<file path="src/bjcc_pkg.sv">
// ----------------------------------------------------------------------------
// bjcc_pkg
// Shared widths, codes and reset values of the blocked jump chain counter.
// ----------------------------------------------------------------------------
package bjcc_pkg;

  localparam int POS_W   = 10;  // position field
  localparam int JUMP_W  = 11;  // jump field and jump table entries
  localparam int REG_W   = 11;  // configuration registers
  localparam int HOPS_W  = 11;  // hops to block exit
  localparam int TOTAL_W = 11;  // query result

  localparam int TABLE_DEPTH_DEF = 1024;

  localparam logic [TOTAL_W-1:0] TOTAL_MAX = '1;

  localparam int RST_ENTRY_COUNT = 1024;
  localparam int RST_BLOCK_SIZE  = 33;

  // command codes
  localparam logic CMD_QUERY = 1'b0;
  localparam logic CMD_WRITE = 1'b1;

  // configuration register indexes
  localparam int CFG_IDX_W = 1;
  localparam logic [CFG_IDX_W-1:0] CFG_ENTRY_COUNT = 1'b0;
  localparam logic [CFG_IDX_W-1:0] CFG_BLOCK_SIZE  = 1'b1;

endpackage

</file>
<file path="src/bjcc_rem_div.sv">
// ----------------------------------------------------------------------------
// bjcc_rem_div
// Restoring divider that yields the remainder of a position by the block
// size, one dividend bit per cycle.
// ----------------------------------------------------------------------------
module bjcc_rem_div #(
  parameter int DIV_W = 11
) (
  input  logic                      clk,
  input  logic                      rst_n,
  input  logic                      start,
  input  logic [bjcc_pkg::POS_W-1:0] dividend,
  input  logic [DIV_W-1:0]          divisor,
  output logic                      done,
  output logic [DIV_W-1:0]          rem
);
  import bjcc_pkg::*;

  localparam int CNT_W = $clog2(POS_W + 1);

  logic             busy_r;
  logic             done_r;
  logic [CNT_W-1:0] cnt_r;
  logic [POS_W-1:0] num_r;
  logic [DIV_W-1:0] rem_r;
  logic [DIV_W:0]   part;
  logic [DIV_W:0]   part_sub;

  assign part     = {rem_r, num_r[POS_W-1]};
  assign part_sub = part - {1'b0, divisor};

  always_ff @(posedge clk) begin
    if (!rst_n) begin
      busy_r <= 1'b0;
      done_r <= 1'b0;
      cnt_r  <= '0;
    end else begin
      done_r <= 1'b0;
      if (start) begin
        busy_r <= 1'b1;
        cnt_r  <= CNT_W'(POS_W);
      end else if (busy_r) begin
        cnt_r <= cnt_r - CNT_W'(1);
        if (cnt_r == CNT_W'(1)) begin
          busy_r <= 1'b0;
          done_r <= 1'b1;
        end
      end
    end
  end

  always_ff @(posedge clk) begin
    if (start) begin
      num_r <= dividend;
      rem_r <= '0;
    end else if (busy_r) begin
      num_r <= num_r << 1;
      // subtract when the partial remainder reaches the divisor
      if (part >= {1'b0, divisor}) begin
        rem_r <= part_sub[DIV_W-1:0];
      end else begin
        rem_r <= part[DIV_W-1:0];
      end
    end
  end

  assign done = done_r;
  assign rem  = rem_r;

endmodule

</file>
<file path="config.mk">
export PLATFORM = sky130hd
export DESIGN_NAME = bjcc_rem_div
export DESIGN_NICKNAME = d
export VERILOG_FILES = /design/src/bjcc_pkg.sv /design/src/bjcc_rem_div.sv
export SDC_FILE = /design/constraint.sdc
export NUM_CORES = 1
export LEC_CHECK = 0
export BUFFER_PORTS_ARGS = -buffer_cell sky130_fd_sc_hd__buf_2
export CAP_MARGIN = 10
export CORE_UTILIZATION = 40
export CTS_CLUSTER_DIAMETER = 200
export CTS_CLUSTER_SIZE = 24
export DETAILED_ROUTE_END_ITERATION = 8
export PLACE_DENSITY = 0.68
export SYNTH_ARGS = -nofsm -noshare
export SYNTH_HDL_FRONTEND = slang
export SYNTH_SLANG_ARGS = --single-unit
export TNS_END_PERCENT = 5
</file>
<file path="constraint.sdc">
create_clock -name clk -period 3.3 [get_ports clk]
set_input_delay 0.66 -clock clk [delete_from_list [all_inputs] [get_ports clk]]
set_output_delay 0.66 -clock clk [all_outputs]
set_load 0.1 [all_outputs]
</file>
==> flow_summary.json, run 1 <==
{
  "min_period_ps": 2690,
  "setup_violations": 0,
  "slowest_stage": "fa_1",
  "synthCells": 190,
  "gp_congestion": 0.942,
  "cts_setup_buffers": 0,
  "seq_area_frac_synth": 0.372,
  "comb_power_share": 0.240,
  "grt_pass1_vias": 1403,
  "grt_pass1_wl_mm": 6.09,
  "clk_path_buf_depth": 2,
  "slew_headroom": 0.673,
  "grt_max_degree": 20,
  "core-area_sq_um": 4060,
  "clk_pin_slew_ps": 100,
  "ant_nets": 0,
  "synth_fp_nets": 228,
  "synthMuxAreaShare": 0.0705,
  "critPathKind": "in -> reg",
  "synth_simple_gate_area_frac": 0.167,
  "die_x_um": 67.6,
  "die_y_um": 67.6,
  "vias_per_cell": 5.36,
  "drc": 0,
  "cp-start-kind": "primary input",
  "grt.overflow.total": 0,
  "fill_cells": 393,
  "drive_gt1_frac": 0.242,
  "regArea_sq_um": 641,
  "ys_seq_elements": 27,
  "p_total_uw": 769,
  "synth_area_leaders": "dfxtp_1 (20%), edfxtp_1 (17%), ha_1 (9.5%), mux2_2 (5.9%), o21ai_0 (4.1%)",
  "synth_ff_type": "dfxtp_1",
  "ir_drop_mv": 0.234,
  "max_stage_delay_ps": 400,
  "fin_util": 0.493,
  "slew_violations": 0,
  "r2r_cells": 9,
  "num_io_pins": 36,
  "ys_types": 45,
  "hp-class": "reg -> reg",
  "seqPwrFrac": 0.500,
  "cts.sinks": 27,
  "synth_edf_count": 10,
  "p_switching_uw": 242,
  "synth.cell_area_sq_um": 1720,
  "syn_area_per_cell_sq_um": 9.05,
  "start_util": 0.424,
  "timing_hold_violations_final": 0,
  "synthXorXnorAreaFrac": 0.0356,
  "rrSetupSlack_ps": 690,
  "rsz0062_at_grt": "false",
  "fmax_mhz": 371,
  "async_flop_share": 0,
  "dr.pass1.iters": 4,
  "fin_tns_setup_ps": 0,
  "insertedDiodeCount": 0,
  "cts_tree": "done",
  "area_delta_synth_final_pct": 16.2,
  "pre_cts_ws_ps": 318,
  "num_rows": 23,
  "die_area_sq_um": 4570,
  "insertion_delay_ps": 280,
  "yosys_warnings": 0,
  "root_buffer": "clkbuf_8",
  "vias": 1484,
  "cp_max_fo": 8,
  "cp_top_family": "simple AND/OR/NAND/NOR gates",
  "htree_num_levels": 1,
  "status": "finished clean",
  "routed_wl_mm": 3.62,
  "drtIter0Drc": 70,
  "instances_no_fill": 277,
  "place_hpwl_mm": 2.81,
  "final.period_utilization": 0.816,
  "dp.cells": 273,
  "wl_per_cell_um": 13.1,
  "crit_cells": 9,
  "synth_compound_area_frac": 0.196,
  "synth_top_area_cell": "dfxtp_1",
  "leakage_uw": 0.000915,
  "cts-resized-gates": 0,
  "worst_clock_skew_ps": 6.04,
  "hold_buffers": 0,
  "multiInputGateArea_sq_um": 990,
  "critPathBufInv": 1,
  "internal-power_uw": 526,
  "whs_path_depth": 2,
  "synthTopCellsByCount": "inv_1 (18), nand2_1 (18), dfxtp_1 (17)",
  "clkPwrFrac": 0.260,
  "switching_share": 0.315,
  "worstPathArrival_ps": 2900,
  "fin_nets": 266,
  "worst_pin_slew_ps": 493,
  "cap_violations": 0,
  "required_ps": 3500,
  "layout_setup_ws_ps": 606,
  "synth_top_family_by_area": "compound AO/OA/AOI/OAI gates",
  "crit_path_end_kind": "flop",
  "antenna_found_initial": 0,
  "groute.usage.overall": 0.178,
  "synth_top_area_frac": 0.198,
  "numPortBuffers": 35,
  "path_cells": "buf_2 > ha_1 > fa_1 > and2b_1 > o22ai_2 > a211o_1 > and2_4 > or3b_1 > a311oi_2",
  "synthAdderAreaFrac": 0.106,
  "numCtsBuffers": 3,
  "p_per_area_nw_per_um2": 384
}
[power by group through the flow]
stage / Sequential [uW] / Clock, uW / Combinational (uW)
floorplan: 421 / 0 / 109
global placement: 392 / 0 / 183
detailed placement: 392 / 0 / 185
CTS: 385 / 204 / 185
global route: 387 / 214 / 205
finish: 384 / 200 / 184
[metrics by stage]
stage | area (sq um) | hold WS (ps)
floorplan | 1720 | 503
global placement | 1950 | 485
detailed placement | 1950 | 497
CTS | 2000 | 513
global route | 2000 | 533
finish | 2000 | 504
[flip-flops by register name, indices dropped and copies added (netlist names)]
| signal | flops |
|---|---|
| rem | 11 |
| num_r | 10 |
| cnt_r | 4 |
| busy_r | 1 |
| done | 1 |
[area by class of cell]
class / count / share of cell area
timing repair buffer: 37 / 0.0951
clock inverter: 1 / 0.00375
inverter: 18 / 0.0338
clock buffer: 3 / 0.0207
tap: 50 / 0.0313
multi-input combinational: 141 / 0.495
sequential: 27 / 0.320
[cells by family after synthesis]
kind of cell,count (synthesis)
AND/OR/NAND/NOR,59
XOR/XNOR,7
buffers and inverters,22
multiplexers,11
flip-flops,27
adder cells (fa/ha/maj),14
AO/OA/AOI/OAI,50
[final timing paths]
check              from     end
max reg2reg    num_r[9]  rem[6]
min              rem[8]  rem[8]
max          divisor[0]  rem[6]
min reg2reg      rem[8]  rem[8]
[routing by layer]
metal	up-vias	GRT usage	share of wire
li1	749	-	-
met1	677	0.244	0.47
met2	52	0.280	0.46
met3	6	0.0270	0.054
met4	0	0.0638	0.013
met5	-	0	0
[cell usage in the layout (no fill, tap or decap), types with 5 or more instances in the layout]
master	netlist	layout
a21oi_1	12	12
buf_2	0	35
mux2_2	9	9
nor2_1	15	15
edfxtp_1	10	10
inv_1	18	18
o21a_1	5	5
ha_1	13	13
nand2_1	18	18
dfxtp_1	17	17
nor3_1	5	5
o21ai_0	14	14
[worst reg2reg max path: stages, from the launching register on]
cell and delay [ps]:
edfxtp_1 360, inv_1 50, ha_1 190, fa_1 400
and2b_1 240, o22ai_2 110, a211o_1 380, and2_4 200
or3b_1 380, a311oi_2 220
Power figures use the tool's default switching activity.
==> inputs of run 2 (changes only) <==
--- a/config.mk
+++ b/config.mk
@@ -11,7 +11,7 @@
 export CTS_CLUSTER_DIAMETER = 200
 export CTS_CLUSTER_SIZE = 24
 export DETAILED_ROUTE_END_ITERATION = 8
-export PLACE_DENSITY = 0.68
+export PLACE_DENSITY = 0.71
 export SYNTH_ARGS = -nofsm -noshare
 export SYNTH_HDL_FRONTEND = slang
 export SYNTH_SLANG_ARGS = --single-unit
==> constraint.sdc (replaced) <==
create_clock -name clk -period 2.2 [get_ports clk]
set_input_delay 0.44 -clock clk [delete_from_list [all_inputs] [get_ports clk]]
set_output_delay 0.44 -clock clk [all_outputs]
set_load 0.1 [all_outputs]
==> run 2 against run 1 <==
  * The run now ends with negative setup slack left
  * Via count is 8.4% higher
  * Worst setup slack worse by 730 ps
  * Non-clock buffer count is 34 higher
  * Largest cell class unchanged
  * Utilization is 7.8 points higher
  * Cell count is 12% higher
  * Clock skew is 1.7 ps lower
  * Critical endpoint unchanged
  * Global-route usage is 2.3 points higher
  * Hold slack worse by 88 ps
  * Count of clock-buffer cells in the layout is 1 higher
  * Sequential share of layout area is 3.7 points lower
  * Power is 56% higher
==> flow_summary.json, run 2 (synthesized netlist as in run 1, its figures left out) <==
{
  "slew_violations": 0,
  "clk_path_buf_depth": 2,
  "place_hpwl_mm": 3.34,
  "dr.pass1.iters": 4,
  "final.period_utilization": 1.06,
  "groute.usage.overall": 0.201,
  "cap_violations": 0,
  "r2r_cells": 9,
  "dp.cells": 306,
  "die_y_um": 67.6,
  "htree_num_levels": 1,
  "num_rows": 23,
  "layout_setup_ws_ps": -124,
  "insertedDiodeCount": 0,
  "final_cell_mix": "buf_4 (36), buf_2 (35), nand2_1 (17), inv_1 (16), nor2_1 (15)",
  "routed_wl_mm": 4.15,
  "drtIter0Drc": 87,
  "fin_nets": 300,
  "slew_headroom": 0.600,
  "grt_max_degree": 20,
  "gp_congestion": 0.893,
  "start_util": 0.424,
  "min_period_ps": 2320,
  "root_buffer": "clkbuf_8",
  "hp-class": "in -> reg",
  "rsz0062_at_grt": "true",
  "grt_pass1_vias": 1534,
  "cts.sinks": 27,
  "core-area_sq_um": 4060,
  "die_area_sq_um": 4570,
  "fmax_mhz": 430,
  "hold_buffers": 0,
  "insertion_delay_ps": 270,
  "num_io_pins": 36,
  "stdcell_area_sq_um": 2320,
  "cts_tree": "done",
  "p_per_area_nw_per_um2": 518,
  "clk_pin_slew_ps": 90,
  "cp-start-kind": "flop",
  "dpl_cell_area_sq_um": 2230,
  "crit_cells": 9,
  "leakage_uw": 0.00109,
  "status": "finished with violations",
  "critPathBufInv": 1,
  "whs_path_depth": 2,
  "violations": "negative setup slack",
  "grt.overflow.total": 0,
  "multiInputGateArea_sq_um": 1040,
  "pre_cts_ws_ps": -369,
  "die_x_um": 67.6,
  "crit_path_end_kind": "flop",
  "drc": 0,
  "worst_clock_skew_ps": 4.32,
  "fill_cells": 375,
  "wl_per_cell_um": 13.3,
  "max_stage_delay_ps": 380,
  "cp_max_fo": 2,
  "final_common_cell": "buf_4",
  "regArea_sq_um": 656,
  "worst_pin_slew_ps": 598,
  "drive_gt1_frac": 0.410,
  "timing_hold_violations_final": 0,
  "vias": 1609,
  "vias_per_cell": 5.17,
  "antenna_found_initial": 0,
  "critPathKind": "reg -> reg",
  "required_ps": 2390,
  "numCtsBuffers": 3,
  "path_cells": "inv_2 > ha_4 > fa_2 > and2b_1 > o22ai_2 > a211o_1 > and2_4 > or3b_1 > a311oi_2",
  "ant_nets": 0,
  "numPortBuffers": 35,
  "slowest_stage": "or3b_1",
  "area_delta_synth_final_pct": 34.7,
  "grt_pass1_wl_mm": 6.84,
  "cp_top_family": "simple AND/OR/NAND/NOR gates",
  "worstPathArrival_ps": 2510,
  "setup_violations": 3,
  "largest_reg_flops": 11,
  "ir_drop_mv": 0.446,
  "instances_no_fill": 311
}
==> run 2: timing repair <==
action | CTS | global route
resized for setup | 3 | 7
buffers inserted | 1 | 0
setup endpoints to repair | 11 | 11
pin swaps | 5 | 0
==> run 2: path summary, 6_finish.rpt <==
| check | startpoint | to | slack [ps] |
|---|---|---|---|
| max reg2reg | num_r[9] | rem[6] | -120 |
| min reg2reg | rem[2] | rem[2] | 480 |
| max | num_r[9] | rem[6] | -120 |
| min | rst_n | cnt_r[1] | 420 |
==> run 2: layout make-up <==
cell class                      instances  area share
Multi-Input combinational cell        141       0.449
Sequential cell                        27       0.283
Inverter                               18      0.0292
Clock buffer                            4      0.0194
Timing Repair Buffer                   71       0.192
Tap cell                               50      0.0270
==> run 2: routing by layer <==
layer,global-route usage,wire length (um)
met1,0.250,1870
met2,0.343,1960
met3,0.0405,250
met4,0.0638,65
met5,0,0
==> run 2: report_power, final <==
part | switching, uW | internal, uW | leakage, uW | total (uW)
clock network | 146 | 130 | 0.0000228 | 276
logic | 193 | 153 | 0.000822 | 347
registers | 21.9 | 556 | 0.000245 | 578
total | 361 | 839 | 0.00109 | 1200
==> run 2: through the flow <==
stage	utilization	TNS [ps]	total power, uW	hold WS (ps)
6_report	0.571	-141	1200	416
5_1_grt	0.571	-617	1270	426
2_1_floorplan	-	-2310	800	503
3_5_place_dp	0.549	-2990	924	485
4_1_cts	0.564	-128	1210	410
3_3_place_gp	0.549	-2430	917	479
==> run 2: worst register-to-register path, delay by kind of cell, from the launching register on <==
family | cells | cell delay, ps
and+or+nand+nor | 3 | 760
AOI/OAI and AO/OA | 3 | 580
adders and majority gates | 2 | 490
DFF | 1 | 370
buffers and inverters | 1 | 50
